File: src/hdl/pdbs_pkg.sv
package pdbs_pkg;

   localparam int unsigned MAX_RESULTS = 16;
   localparam int unsigned RES_IDX_W = 4;
   localparam int unsigned RES_CNT_W = 5;
   localparam int unsigned ID_W = 5;
   localparam int unsigned REQ_DATA_W = 24;
   localparam int unsigned RSP_DATA_W = 80;
   localparam int unsigned CSR_ADDR_W = 3;

   typedef enum logic [1:0] {
      KIND_ENQUEUE  = 2'd0,
      KIND_CANCEL   = 2'd1,
      KIND_DISPATCH = 2'd2,
      KIND_COMPLETE = 2'd3
   } kind_type;

   typedef enum logic [2:0] {
      STAT_QUEUED     = 3'd0,
      STAT_DISPATCHED = 3'd1,
      STAT_CANCELLED  = 3'd2,
      STAT_FULL       = 3'd3,
      STAT_IGNORED    = 3'd4,
      STAT_COMPLETED  = 3'd5
   } status_type;

   localparam logic REG_MAX_BATCH = 1'b0;
   localparam logic REG_BATCH_CAP = 1'b1;

endpackage

File: src/hdl/pdbs_ram.sv
module pdbs_ram #(
   parameter int unsigned WIDTH = 5,
   parameter int unsigned DEPTH = 16
) (
   input  logic                     clock,
   input  logic                     wr_en,
   input  logic [$clog2(DEPTH)-1:0] wr_addr,
   input  logic [WIDTH-1:0]         wr_data,
   input  logic [$clog2(DEPTH)-1:0] rd_addr,
   output logic [WIDTH-1:0]         rd_data
);
   logic [WIDTH-1:0] mem_ff [DEPTH];
   logic [WIDTH-1:0] rd_data_ff;

   always_ff @(posedge clock) begin
      if (wr_en) begin
         mem_ff[wr_addr] <= wr_data;
      end
      rd_data_ff <= mem_ff[rd_addr];
   end

   assign rd_data = rd_data_ff;
endmodule

File: src/hdl/prefill_decode_batch_scheduler.sv
// channel | ports  | word fields (lsb first)
// request | req_*  | tdata: ticket_id[4:0] position[20:5] prefilling[21]; tuser: kind
// result  | rsp_*  | tdata: out_ticket[4:0] batch_count[8:5] prefill_batch[9]
//         |        |        steps_done[41:10] batch_total[73:42] largest_batch[77:74]
//         |        | tuser: status; tlast: last
// config  | csr_*  | 0x0 max_decode_batch, 0x4 batch_capable
// enqueue, complete: one result each; cancel: no result
// dispatch: per popped entry ST_POP_RD then ST_POP_CHK (registered fifo ram read);
//   a final ST_POP_RD closes, then the up to 16 buffered results are replayed
// req_tready is high only while idle; a stalled result holds in the output buffer
// synchronous reset clears counts, pointers, cancel marks and counters; no clearing pass
module prefill_decode_batch_scheduler #(
   parameter int unsigned QUEUE_DEPTH  = 16,
   parameter int unsigned TICKET_COUNT = 32,
   parameter int unsigned STREAK_LIMIT = 8,
   parameter int unsigned BATCH_CAP    = 8
) (
   input  logic                          clock,
   input  logic                          reset,
   input  logic                          req_tvalid,
   output logic                          req_tready,
   input  logic [pdbs_pkg::REQ_DATA_W-1:0] req_tdata,  // ticket_id, position, prefilling
   input  logic [1:0]                    req_tuser,  // kind
   output logic                          rsp_tvalid,
   input  logic                          rsp_tready,
   output logic [pdbs_pkg::RSP_DATA_W-1:0] rsp_tdata,  // out_ticket, batch_count,
                                                       // prefill_batch, steps_done,
                                                       // batch_total, largest_batch
   output logic [2:0]                    rsp_tuser,  // status
   output logic                          rsp_tlast,
   input  logic                          csr_psel,
   input  logic                          csr_penable,
   input  logic                          csr_pwrite,
   input  logic [pdbs_pkg::CSR_ADDR_W-1:0] csr_paddr,
   input  logic [31:0]                   csr_pwdata,
   output logic [31:0]                   csr_prdata,
   output logic                          csr_pready
);
   import pdbs_pkg::*;

   localparam int unsigned PTR_W = $clog2(QUEUE_DEPTH);
   localparam int unsigned CNT_W = $clog2(QUEUE_DEPTH + 1);
   localparam int unsigned MARK_N = (TICKET_COUNT < 32) ? TICKET_COUNT : 32;
   localparam int unsigned MIDX_W = (MARK_N > 1) ? $clog2(MARK_N) : 1;

   typedef enum logic [3:0] {
      ST_IDLE    = 4'b0001,
      ST_POP_RD  = 4'b0010,
      ST_POP_CHK = 4'b0100,
      ST_EMIT    = 4'b1000
   } state_type;

   state_type state_ff, state_in;
   logic [3:0] mdb_ff, mdb_in;
   logic bcap_ff, bcap_in;
   logic [CNT_W-1:0] pcnt_ff, pcnt_in, dcnt_ff, dcnt_in;
   logic [PTR_W-1:0] phead_ff, phead_in, ptail_ff, ptail_in;
   logic [PTR_W-1:0] dhead_ff, dhead_in, dtail_ff, dtail_in;
   logic [MARK_N-1:0] marks_ff, marks_in;
   logic [3:0] streak_ff, streak_in;
   logic [3:0] run_ff, run_in;
   logic run_pf_ff, run_pf_in;
   logic [31:0] total_ff, total_in, multi_ff, multi_in;
   logic [3:0] big_ff, big_in;
   logic use_pf_ff, use_pf_in;
   logic [3:0] limit_ff, limit_in, taken_ff, taken_in;
   logic [RES_CNT_W-1:0] nres_ff, nres_in;
   logic [RES_IDX_W-1:0] ridx_ff, ridx_in;
   logic [3:0] bc_ff, bc_in;

   logic [ID_W-1:0] tick_buf_ff [MAX_RESULTS];
   status_type stat_buf_ff [MAX_RESULTS];
   logic buf_we;
   logic [ID_W-1:0] buf_tick;
   status_type buf_stat;

   logic pwr_en, dwr_en;
   logic [ID_W-1:0] prd_data, drd_data, pop_tick;

   logic [ID_W-1:0] in_id;
   logic [15:0] in_pos;
   logic in_pre, to_pf, accept, emit_go;
   kind_type in_kind;
   logic [3:0] cap, room, lim;
   logic [4:0] streak_sum;
   logic pop_marked;
   logic [MIDX_W-1:0] mid;
   status_type out_stat;

   pdbs_ram #(.WIDTH(ID_W), .DEPTH(QUEUE_DEPTH)) u_pf_ram (
      .clock, .wr_en(pwr_en), .wr_addr(ptail_ff), .wr_data(in_id),
      .rd_addr(phead_ff), .rd_data(prd_data)
   );
   pdbs_ram #(.WIDTH(ID_W), .DEPTH(QUEUE_DEPTH)) u_dc_ram (
      .clock, .wr_en(dwr_en), .wr_addr(dtail_ff), .wr_data(in_id),
      .rd_addr(dhead_ff), .rd_data(drd_data)
   );

   assign in_id   = req_tdata[4:0];
   assign in_pos  = req_tdata[20:5];
   assign in_pre  = req_tdata[21];
   assign in_kind = kind_type'(req_tuser);
   assign to_pf   = (in_pos == 16'd0) || in_pre;
   assign req_tready = (state_ff == ST_IDLE);
   assign accept  = req_tvalid && req_tready;
   assign emit_go = rsp_tvalid && rsp_tready;
   assign pop_tick = use_pf_ff ? prd_data : drd_data;
   assign cap  = (mdb_ff > 4'(BATCH_CAP)) ? 4'(BATCH_CAP) : mdb_ff;
   assign room = 4'(STREAK_LIMIT) - streak_ff;

   assign pwr_en = accept && in_kind == KIND_ENQUEUE && to_pf
                   && pcnt_ff < CNT_W'(QUEUE_DEPTH);
   assign dwr_en = accept && in_kind == KIND_ENQUEUE && !to_pf
                   && dcnt_ff < CNT_W'(QUEUE_DEPTH);

   always_comb begin
      state_in  = state_ff;
      mdb_in    = mdb_ff;
      bcap_in   = bcap_ff;
      pcnt_in   = pcnt_ff;
      dcnt_in   = dcnt_ff;
      phead_in  = phead_ff;
      ptail_in  = ptail_ff;
      dhead_in  = dhead_ff;
      dtail_in  = dtail_ff;
      marks_in  = marks_ff;
      streak_in = streak_ff;
      run_in    = run_ff;
      run_pf_in = run_pf_ff;
      total_in  = total_ff;
      multi_in  = multi_ff;
      big_in    = big_ff;
      use_pf_in = use_pf_ff;
      limit_in  = limit_ff;
      taken_in  = taken_ff;
      nres_in   = nres_ff;
      ridx_in   = ridx_ff;
      bc_in     = bc_ff;
      buf_we    = 1'b0;
      buf_tick  = in_id;
      buf_stat  = STAT_IGNORED;
      lim       = 4'd1;
      streak_sum = 5'd0;
      mid       = MIDX_W'(in_id);
      pop_marked = 1'b0;

      if (csr_psel && csr_penable && csr_pwrite) begin
         unique case (csr_paddr[2])
            REG_MAX_BATCH: begin
               if (csr_pwdata[3:0] >= 4'd1 && csr_pwdata[3:0] <= 4'(BATCH_CAP)
                   && pcnt_ff == '0 && dcnt_ff == '0 && run_ff == 4'd0) begin
                  mdb_in = csr_pwdata[3:0];
               end
            end
            REG_BATCH_CAP: bcap_in = csr_pwdata[0];
            default: ;
         endcase
      end

      unique case (state_ff)
         ST_IDLE: begin
            if (accept) begin
               ridx_in = '0;
               nres_in = RES_CNT_W'(1);
               bc_in   = 4'd0;
               unique case (in_kind)
                  KIND_ENQUEUE: begin
                     buf_we    = 1'b1;
                     use_pf_in = to_pf;
                     state_in  = ST_EMIT;
                     if (pwr_en || dwr_en) begin
                        buf_stat = STAT_QUEUED;
                        if (32'(in_id) < TICKET_COUNT) marks_in[mid] = 1'b0;
                        if (to_pf) begin
                           pcnt_in  = pcnt_ff + 1'b1;
                           ptail_in = (ptail_ff == PTR_W'(QUEUE_DEPTH - 1)) ? '0
                                      : ptail_ff + 1'b1;
                        end else begin
                           dcnt_in  = dcnt_ff + 1'b1;
                           dtail_in = (dtail_ff == PTR_W'(QUEUE_DEPTH - 1)) ? '0
                                      : dtail_ff + 1'b1;
                        end
                     end else begin
                        buf_stat = STAT_FULL;
                     end
                  end
                  KIND_CANCEL: begin
                     if (32'(in_id) < TICKET_COUNT) marks_in[mid] = 1'b1;
                  end
                  KIND_DISPATCH: begin
                     if (run_ff != 4'd0 || (pcnt_ff == '0 && dcnt_ff == '0)) begin
                        buf_we    = 1'b1;
                        buf_tick  = '0;
                        use_pf_in = 1'b0;
                        state_in  = ST_EMIT;
                     end else begin
                        use_pf_in = pcnt_ff != '0
                           && (dcnt_ff == '0 || streak_ff >= 4'(STREAK_LIMIT));
                        if (!use_pf_in && bcap_ff) lim = cap;
                        if (!use_pf_in && pcnt_ff != '0 && lim > room) lim = room;
                        limit_in = lim;
                        taken_in = 4'd0;
                        nres_in  = '0;
                        state_in = ST_POP_RD;
                     end
                  end
                  KIND_COMPLETE: begin
                     buf_we   = 1'b1;
                     buf_tick = '0;
                     state_in = ST_EMIT;
                     if (run_ff == 4'd0) begin
                        use_pf_in = 1'b0;
                     end else begin
                        buf_stat  = STAT_COMPLETED;
                        bc_in     = run_ff;
                        use_pf_in = run_pf_ff;
                        total_in  = total_ff + 32'(run_ff);
                        if (run_ff > 4'd1) begin
                           multi_in = multi_ff + 32'd1;
                           if (run_ff > big_ff) big_in = run_ff;
                        end
                        run_in    = 4'd0;
                        run_pf_in = 1'b0;
                     end
                  end
                  default: ;
               endcase
            end
         end
         ST_POP_RD: begin
            // the selected head is on the ram read port this cycle
            if ((use_pf_ff ? pcnt_ff == '0 : dcnt_ff == '0) || taken_ff == limit_ff
                || nres_ff == RES_CNT_W'(MAX_RESULTS)) begin
               ridx_in  = '0;
               bc_in    = taken_ff;
               state_in = ST_EMIT;
               if (taken_ff != 4'd0) begin
                  run_in    = taken_ff;
                  run_pf_in = use_pf_ff;
                  if (use_pf_ff) begin
                     streak_in = 4'd0;
                  end else begin
                     streak_sum = {1'b0, streak_ff} + {1'b0, taken_ff};
                     streak_in = (streak_sum > 5'(STREAK_LIMIT)) ? 4'(STREAK_LIMIT)
                                 : streak_sum[3:0];
                  end
               end
            end else begin
               state_in = ST_POP_CHK;
            end
         end
         ST_POP_CHK: begin
            mid = MIDX_W'(pop_tick);
            pop_marked = (32'(pop_tick) < TICKET_COUNT) && marks_ff[mid];
            buf_we   = 1'b1;
            buf_tick = pop_tick;
            if (pop_marked) begin
               buf_stat = STAT_CANCELLED;
               marks_in[mid] = 1'b0;
            end else begin
               buf_stat = STAT_DISPATCHED;
               taken_in = taken_ff + 1'b1;
            end
            nres_in = nres_ff + 1'b1;
            if (use_pf_ff) begin
               pcnt_in  = pcnt_ff - 1'b1;
               phead_in = (phead_ff == PTR_W'(QUEUE_DEPTH - 1)) ? '0 : phead_ff + 1'b1;
            end else begin
               dcnt_in  = dcnt_ff - 1'b1;
               dhead_in = (dhead_ff == PTR_W'(QUEUE_DEPTH - 1)) ? '0 : dhead_ff + 1'b1;
            end
            state_in = ST_POP_RD;
         end
         ST_EMIT: begin
            if (emit_go) begin
               ridx_in = ridx_ff + 1'b1;
               if (rsp_tlast) state_in = ST_IDLE;
            end
         end
         default: state_in = ST_IDLE;
      endcase
   end

   always_ff @(posedge clock) begin
      if (reset) begin
         state_ff  <= ST_IDLE;
         mdb_ff    <= 4'd1;
         bcap_ff   <= 1'b0;
         pcnt_ff   <= '0;
         dcnt_ff   <= '0;
         phead_ff  <= '0;
         ptail_ff  <= '0;
         dhead_ff  <= '0;
         dtail_ff  <= '0;
         marks_ff  <= '0;
         streak_ff <= 4'd0;
         run_ff    <= 4'd0;
         run_pf_ff <= 1'b0;
         total_ff  <= 32'd0;
         multi_ff  <= 32'd0;
         big_ff    <= 4'd0;
         nres_ff   <= '0;
         ridx_ff   <= '0;
      end else begin
         state_ff  <= state_in;
         mdb_ff    <= mdb_in;
         bcap_ff   <= bcap_in;
         pcnt_ff   <= pcnt_in;
         dcnt_ff   <= dcnt_in;
         phead_ff  <= phead_in;
         ptail_ff  <= ptail_in;
         dhead_ff  <= dhead_in;
         dtail_ff  <= dtail_in;
         marks_ff  <= marks_in;
         streak_ff <= streak_in;
         run_ff    <= run_in;
         run_pf_ff <= run_pf_in;
         total_ff  <= total_in;
         multi_ff  <= multi_in;
         big_ff    <= big_in;
         nres_ff   <= nres_in;
         ridx_ff   <= ridx_in;
      end
      use_pf_ff <= use_pf_in;
      limit_ff  <= limit_in;
      taken_ff  <= taken_in;
      bc_ff     <= bc_in;
      // single-result items always land in slot zero
      if (buf_we) begin
         tick_buf_ff[state_ff == ST_POP_CHK ? nres_ff[RES_IDX_W-1:0] : '0] <= buf_tick;
         stat_buf_ff[state_ff == ST_POP_CHK ? nres_ff[RES_IDX_W-1:0] : '0] <= buf_stat;
      end
   end

   assign out_stat   = stat_buf_ff[ridx_ff];
   assign rsp_tvalid = (state_ff == ST_EMIT);
   assign rsp_tuser  = out_stat;
   assign rsp_tlast  = ({1'b0, ridx_ff} + 1'b1) == nres_ff;
   assign rsp_tdata  = {2'b00, big_ff, multi_ff, total_ff, use_pf_ff,
                        (out_stat == STAT_DISPATCHED || out_stat == STAT_COMPLETED)
                           ? bc_ff : 4'd0,
                        tick_buf_ff[ridx_ff]};

   assign csr_pready = 1'b1;
   assign csr_prdata = (csr_paddr[2] == REG_BATCH_CAP) ? {31'd0, bcap_ff} : {28'd0, mdb_ff};
endmodule

File: config.mk
export PLATFORM = sky130hd
export DESIGN_NAME = prefill_decode_batch_scheduler
export DESIGN_NICKNAME = d
export VERILOG_FILES = /design/src/hdl/pdbs_pkg.sv /design/src/hdl/pdbs_ram.sv /design/src/hdl/prefill_decode_batch_scheduler.sv
export SDC_FILE = /design/constraint.sdc
export NUM_CORES = 1
export LEC_CHECK = 0
export BUFFER_PORTS_ARGS = -buffer_cell sky130_fd_sc_hd__clkbuf_2
export CAP_MARGIN = 15
export CORE_AREA = 2 2 298 300
export DETAILED_ROUTE_END_ITERATION = 10
export DIE_AREA = 0 0 300 302
export SLEW_MARGIN = 20
export SYNTH_ARGS = -nofsm -noshare
export SYNTH_HDL_FRONTEND = slang
export SYNTH_SLANG_ARGS = --single-unit
File: constraint.sdc
create_clock -name clock -period 7.17 [get_ports clock]
set_clock_uncertainty 0.1 [all_clocks]
set_input_delay 0.3585 -clock clock [delete_from_list [all_inputs] [get_ports clock]]
set_output_delay 0.3585 -clock clock [all_outputs]
set_load 0.01 [all_outputs]
==> run summary, run 1 <==
Setup violations remaining at the end of the flow were counted as 0. The die width came out at 300 µm. The share of cells above drive strength 1 is a little under a fifth.

The number of nets in the final layout came out at 1964. The synthesized area per cell is roughly 12 µm². The worst setup path is launched from a flip-flop. The detailed-route wire length came out at ~54000 µm. The count of unresolved DRC violations after routing is 0. The die area is slightly above 90000 µm². The last weighted congestion value of the routability-driven placer is around 0.8. The flow ran to the end, and the final reports show no timing, DRC or antenna violations. The top cell type's share of synthesized area is a little over two fifths. The number of antenna diodes is 0. During synthesis, Yosys emitted a total of 0 warnings. The number of sinks handled by clock tree synthesis came out at between 400 and 500. The detailed router finished its first iteration with 1186 violations. The largest net degree at the start of global routing is between 80 and 90. The tree is rooted in a sky130_fd_sc_hd__clkbuf_16.

For the finished layout, the period the worst path requires is 3.89 ns. The register area share after synthesis came out at 57.2%. The critical path goes through nor3b_1, or2_2, a2111oi_0, o2111a_1, nand2_1, o21bai_1. For this design the ratio of total power to cell area is ~250 nW/µm².

The tightest min-delay check is of the in2reg type. The number of buffers added on ports came out at 123. For the final routed database, the setup TNS stands at 0 ns. The required arrival time at the worst endpoint came out at roughly 7.3 ns. Global routing consumed, on the met2 layer, between 10% and 20% of the routing resources.

Headroom to the max-slew limit came out at 20.4%. The reported max-cap violation count is 0. The buffer levels on the longest clock path is 3. TritonCTS built the clock tree. The number of setup buffers added after CTS is 0. The clock latency at the later pin of the worst-skew pair is 0.62 ns. Once the floorplan was initialized, standard cells occupied between 20% and 30% of the core. The startpoint of the lowest-slack register-to-register path is u_pf_ram.rd_data[0]. The cell count after synthesis came out at 1743. Setup repair after global routing left no endpoint under its margin. The worst hold path begins at csr_pwrite. The analysis attributes to cell leakage a power of 8.20 nW. The met3 track demand over resource is 2.06%. The number of H-tree levels is 2.

The number of primary I/O pins is about 190. The worst setup path is captured at a flip-flop. The number of vias in the routed layout is around 15000. By count the netlist is led by sky130_fd_sc_hd__edfxtp_1, sky130_fd_sc_hd__dfxtp_1, sky130_fd_sc_hd__nor2_1, sky130_fd_sc_hd__o21ai_0, sky130_fd_sc_hd__nand2_1. Fill cells in the final layout number slightly below 9000. The category of the most critical setup path is reg2reg. Summed over all instances, the cell type with the most area after synthesis is sky130_fd_sc_hd__edfxtp_1. The die is 302 µm tall. The largest incremental delay on the critical path came out at 0.86 ns.

The detail-routed via count per cell is roughly 4.8. The number of storage elements in the synthesis netlist is 468. The number of core rows is 109. The total clock buffers created by CTS came out at 50. The HPWL reported at the end of detailed placement is ~36000 µm. Yosys mapped a number of flops with a built-in enable equal to about 300.

The global-route wire length before repair came out at 82700 µm. Yosys mapped the design onto 77 distinct sky130hd cell types. The slew at the pin with the worst max-slew slack is between 1 and 1.5 ns. In the post-synthesis netlist, the cell with the most instances is sky130_fd_sc_hd__edfxtp_1. The detail route stage leaves a number of antenna-violating nets equal to 0.

The final count of hold timing violations is 0. The layer flagged by global routing as most heavily used is met2. Overall power consumption after layout is estimated at a little over 0.006 W. By area the synthesized netlist is led by sky130_fd_sc_hd__edfxtp_1, sky130_fd_sc_hd__dfxtp_1, sky130_fd_sc_hd__mux4_2, sky130_fd_sc_hd__o21ai_0, sky130_fd_sc_hd__nor2_1.

The area growth from synthesis to layout came out at 16.1%. The region available for standard cell placement spans about 90000 µm². The number of search-and-repair iterations in the first detailed-routing pass is 5.

The data arrival time of the worst path came out at between 4 and 5 ns. The maximum VDD drop is about 180 µV. The worst-path cell with the longest stage delay is sky130_fd_sc_hd__o2111a_1.

The register clock-pin slew on the reported worst setup and hold paths came out at 0.06 ns. The met1 track demand over resource in global routing came out at between 15 and 20%. After synthesis the cells add up to ~22000 µm².

The via count of the first global-routing pass is between 10000 and 15000. The cell area after placement came out at around 23000 µm². The combined global-route utilization of all metal layers came out at 11.5%. The number of antenna violations at the first check in global routing came out at 1. In the synthesized netlist the dominant register cell turns out to be sky130_fd_sc_hd__edfxtp_1. The share of flip-flops with an asynchronous set or reset is 0%.

The final routed wire length divided by cell count is 17.6 µm. The total non-filler cell area in the finished layout is ~25000 µm². In this run the worst path has a maximum fanout of 27.

The share of the clock period used by the worst path is ~54%. The max-slew violation count was 0. The worst hold slack is approximately 0.054 ns. Static timing analysis puts the maximum clock frequency at ~260 MHz.

The overall overflow remaining after global route is 0. The launch point of the worst path is u_pf_ram.rd_data[0].
[metal layers]
metal / share of wire (%) / wire length (µm) / up-vias
met2: 47 / 25500 / 478
li1: - / - / 6777
met4: 2.2 / 1160 / 0
met3: 6.2 / 3360 / 90
met1: 44 / 23900 / 7395
met5: 0 / 0 / -
[power by group]
group / switching [W] / internal [W] / total (W)
logic: 0.000455 / 0.000197 / 0.000652
registers: 0.0000426 / 0.00294 / 0.00298
clock network: 0.00114 / 0.00144 / 0.00259
[state kept, by name, indices dropped and copies added (netlist names), 4 cells and up, named ones only]
name and cells:
bc_ff 4, big_ff 4, dcnt_ff 5, dhead_ff 4
dtail_ff 4, limit_ff 4, mdb_ff 4, multi_ff 32
nres_ff 5, pcnt_ff 5, phead_ff 4, ptail_ff 4
ridx_ff 4, run_ff 4, stat_buf_ff 48, state_ff 4
streak_ff 4, taken_ff 4, tick_buf_ff 80, total_ff 32
u_dc_ram.mem_ff 80, u_dc_ram.rd_data 5, u_pf_ram.mem_ff 80, u_pf_ram.rd_data 5
[layout by cell type, fill, tap and decap left out, drive strengths merged, types with 7 or more instances in the layout]
master    count
conb         31
nor4         17
a21o         12
mux4         94
nand3        42
and3         12
nand2b        9
or3          18
nor2b        20
ha           43
clkinvlp      7
o21ai       109
xnor2        48
a32oi        28
edfxtp      301
a31oi         9
mux2i        20
o21a          7
a211oi       19
nor2        145
nand4        25
o22ai        24
nand3b       11
a2bb2oi       8
nor3b        13
and4          8
and2         22
dfxtp       167
a22o          7
buf          17
nand2       107
inv          62
a21oi        69
clkinv       17
xor2         31
nor3         40
clkbuf      189
[critical path: cells and delay by family, from the launching register on]
| family | cells | cell delay, ns |
|---|---|---|
| flip-flops | 1 | 0.73 |
| AO/OA/AOI/OAI | 3 | 1.74 |
| AND/OR/NAND/NOR | 3 | 0.95 |
[kinds of logic (layout without fill, tap and decap cells)]
logic type / Yosys count / after routing / synth area share [%]
XOR/XNOR: 79 / 79 / 3.20
flip-flops: 468 / 468 / 57.2
AO/OA/AOI/OAI: 337 / 337 / 9.95
adder cells (fa/ha/maj): 47 / 47 / 2.86
AND/OR/NAND/NOR: 512 / 512 / 12.1
other: 2 / 31 / 0.0347
buffers and inverters: 179 / 298 / 3.71
multiplexers: 119 / 119 / 11.0
[path summary, 6_finish.rpt]
kind | slack (ns) | endpoint | cells past startpoint
setup / recovery | 3.28 | taken_ff[2] | 6
hold / removal | 0.05 | bcap_ff | 4
setup reg to reg | 3.28 | taken_ff[2] | 6
hold reg to reg | 0.38 | flip-flop | 2
[final cells by class]
type / count / area, µm² / area share, %
clock inverter: 28 / 297 / 1.18
inverter: 60 / 225 / 0.896
sequential: 468 / 12400 / 49.3
clock buffer: 66 / 1370 / 5.43
tap: 1165 / 1460 / 5.80
timing repair buffer: 144 / 786 / 3.13
multi-input combinational: 1125 / 8610 / 34.3
[through the flow]
stage	std cells	setup WS [ns]	utilization, %
after floorplan	1772	3.91	-
after global placement	2957	3.36	26.7
after detailed placement	2957	3.23	26.7
after CTS	3055	3.21	28.7
after global routing	3056	3.05	28.7
final	3056	3.28	28.7
[timing repair]
item / in CTS / in global routing
hold buffers: 4 / 0
gates resized for setup: 0 / 0
hold endpoints to repair: 5 / 0
Power figures use the tool's default switching activity.
==> run 2, diff against run 1 <==
Clock period 7.17 ns to 3.3 ns, I/O delays scaled along.
==> run summary, run 2 (synthesis results as in run 1) <==
The hold path depth is 1. The largest incremental delay on the critical path came out at roughly 0.55 ns. The worst setup path is captured at a flip-flop.

The endpoint of the most critical register-to-register path is limit_ff[1]. The share of cells above drive strength 1 came out at 21.5%. The reg2reg setup slack came out at between 0.15 and 0.2 ns. For the worst setup path, the data required time is 3.54 ns. The region available for standard cell placement spans 87600 µm².

The worst-case headroom to the max-slew limit is between 40% and 50%. The total non-filler cell area in the finished layout is approximately 26000 µm². The total clock buffers created by CTS is 52. The number of setup buffers added after CTS came out at 0. Dividing the detail-routed wire length by the instance count gives about 18 µm. The critical path goes through or4_1, nor2_1, o21ai_0, nand2_1, nor3b_2, ha_1, nor2b_1, o21a_1, o21a_1, o2111ai_2, mux2_2. The number of antenna diodes came out at 0. The overall overflow remaining after global route came out at 0.

The critical path starts at dcnt_ff[1]. The number of primary I/O pins is around 190. The highest fanout seen on the critical path came out at 4. The via count of the first global-routing pass is approximately 15000. The clock latency at the later pin of the worst-skew pair is around 0.6 ns.

The final count of hold timing violations came out at 0. The number of fill cells in the layout came out at 8841. The buffer levels on the longest clock path is 3.

The register clock-pin slew on the reported worst setup and hold paths is about 0.06 ns. The first TritonRoute pass finished after 5 iterations. Setup repair after global routing left no endpoint under its margin. Subtracting the final worst setup slack from the clock period gives about 3.1 ns.

The total negative slack is 0 ns. The maximum VDD drop is between 300 and 400 µV. The number of core rows is 109. The worst hold slack is 0.115 ns. The first global-routing pass estimated between 80000 and 90000 µm of wire. The worst hold path begins at req_tdata[4]. The root buffer cell is sky130_fd_sc_hd__clkbuf_16. The cell type with the highest occurrence count on the critical path is sky130_fd_sc_hd__o21a_1. The die height came out at 302 µm. The critical path contains buffers and inverters numbering 0 combined. The number of nets in the final layout is between 2000 and 2500. The max-slew violation count came out at 0.

The run finished with clean final reports. For this configuration, the core starts out at a cell density of approximately a quarter. Power spread over the standard cell area amounts to ~540 nW/µm². The worst-path cell with the longest stage delay is sky130_fd_sc_hd__or4_1. The data arrival time of the worst path is roughly 3.4 ns. Leaving out fill and tap cells, the most frequent cell in the layout is sky130_fd_sc_hd__edfxtp_1. The wire-length estimate of the detail-placed layout is around 39000 µm. The reported leakage power came out at between 8 and 9 nW. The tool flagged a number of max-cap violations equal to 0. The count of endpoints failing setup in the final report is 0. The first routing iteration left around 1200 violations.

The number of antenna-violating nets in the routed design came out at 0. In this run the horizontal extent of the chip is ~300 µm. The area growth from synthesis to layout is 19.2%. The cell family contributing the most delay on the critical path is simple AND/OR/NAND/NOR gates.

CTS saw 468 sinks. The worst setup path is of the reg2reg kind. The die covers 90600 µm². The number of vias in the routed layout is around 15000. The worst setup path is launched from a flip-flop. The share of the clock period used by the worst path came out at between 90% and 100%.

TritonCTS built the clock tree. The number of antenna violations at the first check in global routing came out at 0. Entering global routing, the biggest net connects 105 pins.

The number of H-tree levels came out at 2. The startpoint of the lowest-slack register-to-register path is dcnt_ff[1]. Across every metal layer, demand over resource in global routing totals 12.0%.

The path depth of the worst reg2reg path is 11. The top cell types in the final layout, fill and taps aside, are sky130_fd_sc_hd__edfxtp_1, sky130_fd_sc_hd__dfxtp_1, sky130_fd_sc_hd__nor2_1. The upper clock frequency limit is between 300 and 400 MHz. The detail-routed via count per cell is about 4.8. The slew at the pin with the worst max-slew slack came out at ~0.89 ns. The tightest min-delay check is of the in2reg type. The cell area after placement came out at 23900 µm². The detailed-route wire length came out at 55900 µm. The worst hold path terminates at u_dc_ram.mem_ff[3][4]. At the end of routability-driven placement, the weighted congestion stood at 0.867. Buffers placed on the I/O ports in this run total ~120. The count of unresolved DRC violations after routing came out at 0.
[run 2: cell count changes in the layout (fill, tap and decap cells not counted), moves of 3 or more]
cell,before,now
sky130_fd_sc_hd__dfxtp_2,4,0
sky130_fd_sc_hd__buf_4,17,85
sky130_fd_sc_hd__nor3_1,37,40
sky130_fd_sc_hd__nor3_2,3,0
sky130_fd_sc_hd__dfxtp_1,163,166
sky130_fd_sc_hd__clkinv_2,9,15
sky130_fd_sc_hd__clkinvlp_4,7,4
sky130_fd_sc_hd__dlygate4sd3_1,4,10
sky130_fd_sc_hd__clkbuf_1,10,6
sky130_fd_sc_hd__clkinv_4,4,0
sky130_fd_sc_hd__bufinv_16,2,5
[run 2: power by group]
| part | internal, W | switching, W | leakage, nW |
|---|---|---|---|
| Clock | 0.00347 | 0.00241 | 0.864 |
| Sequential | 0.00638 | 0.000108 | 4.08 |
| Combinational | 0.000532 | 0.00101 | 3.70 |
| Total | 0.0104 | 0.00353 | 8.64 |
[run 2: timing repair]
| item | CTS | global route |
|---|---|---|
| resized for setup | 0 | 5 |
| hold buffers | 10 | 0 |
| hold endpoints to repair | 20 | 0 |
| setup endpoints to repair | 0 | 8 |
[run 2: per-layer routing]
layer	GRT usage, %	vias up	share of wire (%)
li1	-	6919	-
met3	2.17	103	6.0
met4	3.87	0	2.4
met5	0	-	0
met1	16.3	7462	44
met2	19.5	504	48
[run 2: how the worst max path moves through the flow]
stage | end | cells past startpoint | slack [ns]
floorplan | stat_buf_ff[0][0] | 8 | 0.04
global placement | mdb_ff[0] | 8 | 0.08
detailed placement | limit_ff[1] | 11 | 0.14
CTS | rsp_tdata[8] | 5 | 0.06
global route | limit_ff[3] | 13 | 0.02
finish | limit_ff[1] | 11 | 0.15
[run 2: metrics by stage]
step / utilization (%) / instances / power, W / setup WS [ns]
final: 29.5 / 3132 / 0.0139 / 0.150
after CTS: 29.4 / 3132 / 0.0140 / 0.0551
after floorplan: - / 1772 / 0.00753 / 0.0362
after detailed placement: 27.3 / 3027 / 0.00812 / 0.140
after global routing: 29.5 / 3132 / 0.0144 / 0.0167
after global placement: 27.3 / 3027 / 0.00807 / 0.0824
[run 2: layout make-up]
cell class,instances,area (µm²),area share [%]
Clock inverter,29,324,1.26
Tap cell,1165,1460,5.65
Inverter,60,225,0.873
Clock buffer,66,1430,5.53
Timing Repair Buffer,219,1380,5.35
Multi-Input combinational cell,1125,8610,33.3
Sequential cell,468,12400,48.0
[run 2: worst register-to-register path, delay by kind of cell, from the launching register on]
kind / cells / cell delay (ns)
adders and majority gates: 1 / 0.32
muxes: 1 / 0.37
and+or+nand+nor: 5 / 1.10
DFF: 1 / 0.31
AOI/OAI and AO/OA: 4 / 0.71
==> run 3, diff against run 2 <==
Settings changed: CORE_AREA 2 2 298 300 to 2 2 223 225, DIE_AREA 0 0 300 302 to 0 0 225 227.
Clock period 3.3 ns to 4.1 ns, I/O delays scaled along.
==> run summary, run 3 (synthesis results as in run 1) <==
The flow ran to the end, and the final reports show no timing, DRC or antenna violations. The worst-case headroom to the max-slew limit came out at between 20% and 30%. For this design the ratio of total power to cell area is 436 nW/µm². The clock drives 468 sinks. Detailed routing inserted a total of roughly 15000 vias. The slew at the pin with the worst max-slew slack came out at between 1 and 1.5 ns. The highest fanout seen on the critical path came out at 7.

The floorplan has just over 80 rows. The worst setup path is of the reg2reg kind. The last weighted congestion value of the routability-driven placer came out at between 0.9 and 1. The data arrival time of the worst path came out at between 3 and 4 ns.

Summed over all layers, the global routing overflow is 0. At the later pin of the worst-skew pair, clock insertion delay measures between 0.6 and 0.7 ns. The standard cell core area came out at just under 50000 µm². Of the cells placed in the final design, the portion with a size suffix greater than 1 is approximately a fifth. The die area came out at slightly above 50000 µm². The max-slew violation count came out at 0. The TritonCTS clock tree is yes.

The required arrival time at the worst endpoint came out at 4.36 ns. In the layout the commonest cells are sky130_fd_sc_hd__edfxtp_1, sky130_fd_sc_hd__dfxtp_1, sky130_fd_sc_hd__nor2_1. The critical path startpoint category is a flip-flop. The starting density of the core is roughly 45%. The number of primary I/O pins came out at between 150 and 200. The instance count after placement with tap cells included is 2438. The number of nets in the final layout is around 2000. The library cell used most frequently in the layout, excluding fill and tap cells, is sky130_fd_sc_hd__edfxtp_1. The count of endpoints failing setup in the final report came out at 0.

The root buffer cell is sky130_fd_sc_hd__clkbuf_16. The multi-input combinational cells in the finished layout cover a total of 8590 µm². The shortest period the worst path allows came out at approximately 3.6 ns. The die height came out at ~230 µm.

The clock passes through at most 3 buffers. The reported leakage power came out at between 8 and 9 nW. After detailed routing, the number of remaining DRC violations is 0. Derived from the worst setup path, the maximum achievable clock frequency is around 280 MHz. In the final routed layout, each cell accounts on average for 20.7 µm.

The die width came out at about 230 µm. The count of routing violations after the opening detailed-route iteration came out at between 1000 and 1500. The number of search-and-repair iterations in the first detailed-routing pass is 6.

The maximum VDD drop is around 330 µV. The number of antenna violations at the first check in global routing came out at 1. The number of antenna-violating nets in the routed design is 0. The worst setup path is captured at a flip-flop.

The final count of hold timing violations came to 0. The number of H-tree levels came out at 2. The total clock buffers created by CTS came out at 49.

In the final layout, flip-flops and latches occupy roughly 12000 µm². In the routed layout, each cell is associated on average with a via count of 5.79. The total power of the final layout came out at 0.0107 W. The via count of the first global-routing pass is about 14000. The register clock-pin slew on the reported worst setup and hold paths came out at approximately 0.060 ns. The total negative slack is 0 ns. The first global-routing pass estimated around 80000 µm of wire.

The HPWL reported at the end of detailed placement came out at roughly 35000 µm. Wires add up to between 50000 and 60000 µm. The class of the tightest hold or removal check is in2reg. The number of fill cells in the layout came out at about 4200. The final instance count without filler cells came out at around 2500. The combined global-route utilization of all metal layers is roughly a fifth. The number of buffers added on ports is 123. The largest net degree at the start of global routing is 72. Of the available clock period, the critical path in the final layout requires between 80% and 90%.

Setup repair after global routing left no endpoint under its margin. The final core utilization is between 50% and 60%. Relative to the synthesized area, the layout overhead comes to 13.5%. Across the run, the number of max-cap violations was 0.
run 3: critical path, cell delays in order, from the launching register on:
cell and delay, ns:
sky130_fd_sc_hd__dfxtp_1 0.34, sky130_fd_sc_hd__or4_1 0.62, sky130_fd_sc_hd__nor2_1 0.21, sky130_fd_sc_hd__o21ai_0 0.19, sky130_fd_sc_hd__nand2_1 0.17, sky130_fd_sc_hd__nor3b_1 0.08
sky130_fd_sc_hd__ha_1 0.31, sky130_fd_sc_hd__nor2b_1 0.14, sky130_fd_sc_hd__o21a_1 0.16, sky130_fd_sc_hd__o21a_1 0.17, sky130_fd_sc_hd__o2111ai_1 0.45, sky130_fd_sc_hd__mux2_2 0.39
run 3: cell type report:
type / instances / area share [%]
Clock buffer: 62 / 5.23
Antenna cell: 1 / 0.0102
Tap cell: 622 / 3.17
Timing Repair Buffer: 172 / 4.10
Sequential cell: 468 / 50.4
Multi-Input combinational cell: 1125 / 35.0
Inverter: 60 / 0.917
Clock inverter: 30 / 1.17
run 3: repair_timing:
item	4_1_cts	5_1_grt
endpoints found under the hold margin	13	0
hold buffers	8	0
gates resized for setup	0	0
buffers inserted	0	0
run 3: path summary, 6_finish.rpt:
check,endpoint,from,slack [ns],cells past startpoint
worst max-delay path,limit_ff[1],dcnt_ff[1],0.51,11
worst min-delay path,dtail_ff[1],reset,0.03,2
worst max register to register,limit_ff[1],dcnt_ff[1],0.51,11
worst min register to register,flip-flop,flip-flop,0.38,2
run 3: per-layer routing:
| layer | up-vias | part of all wire, % | global-route usage, % |
|---|---|---|---|
| met5 | - | 0.0095 | 0 |
| met4 | 2 | 2.0 | 6.41 |
| met3 | 86 | 6.1 | 3.29 |
| met2 | 436 | 46 | 32.5 |
| met1 | 7363 | 46 | 29.7 |
| li1 | 6830 | - | - |
run 3: metrics by stage:
stage | hold slack [ns] | setup slack, ns | cell area [µm²]
2_1_floorplan | 0.204 | 0.836 | 21700
3_3_place_gp | 0.357 | 0.657 | 22900
3_5_place_dp | 0.373 | 0.546 | 22900
4_1_cts | 0.0115 | 0.521 | 24500
5_1_grt | 0.0424 | 0.215 | 24600
6_report | 0.0287 | 0.513 | 24600
run 3: report_power, final:
part | total, W | internal [W] | switching [W] | leakage, nW
Sequential | 0.00522 | 0.00514 | 0.0000887 | 4.08
Combinational | 0.00112 | 0.000362 | 0.000763 | 3.45
Clock | 0.00436 | 0.00249 | 0.00187 | 0.775
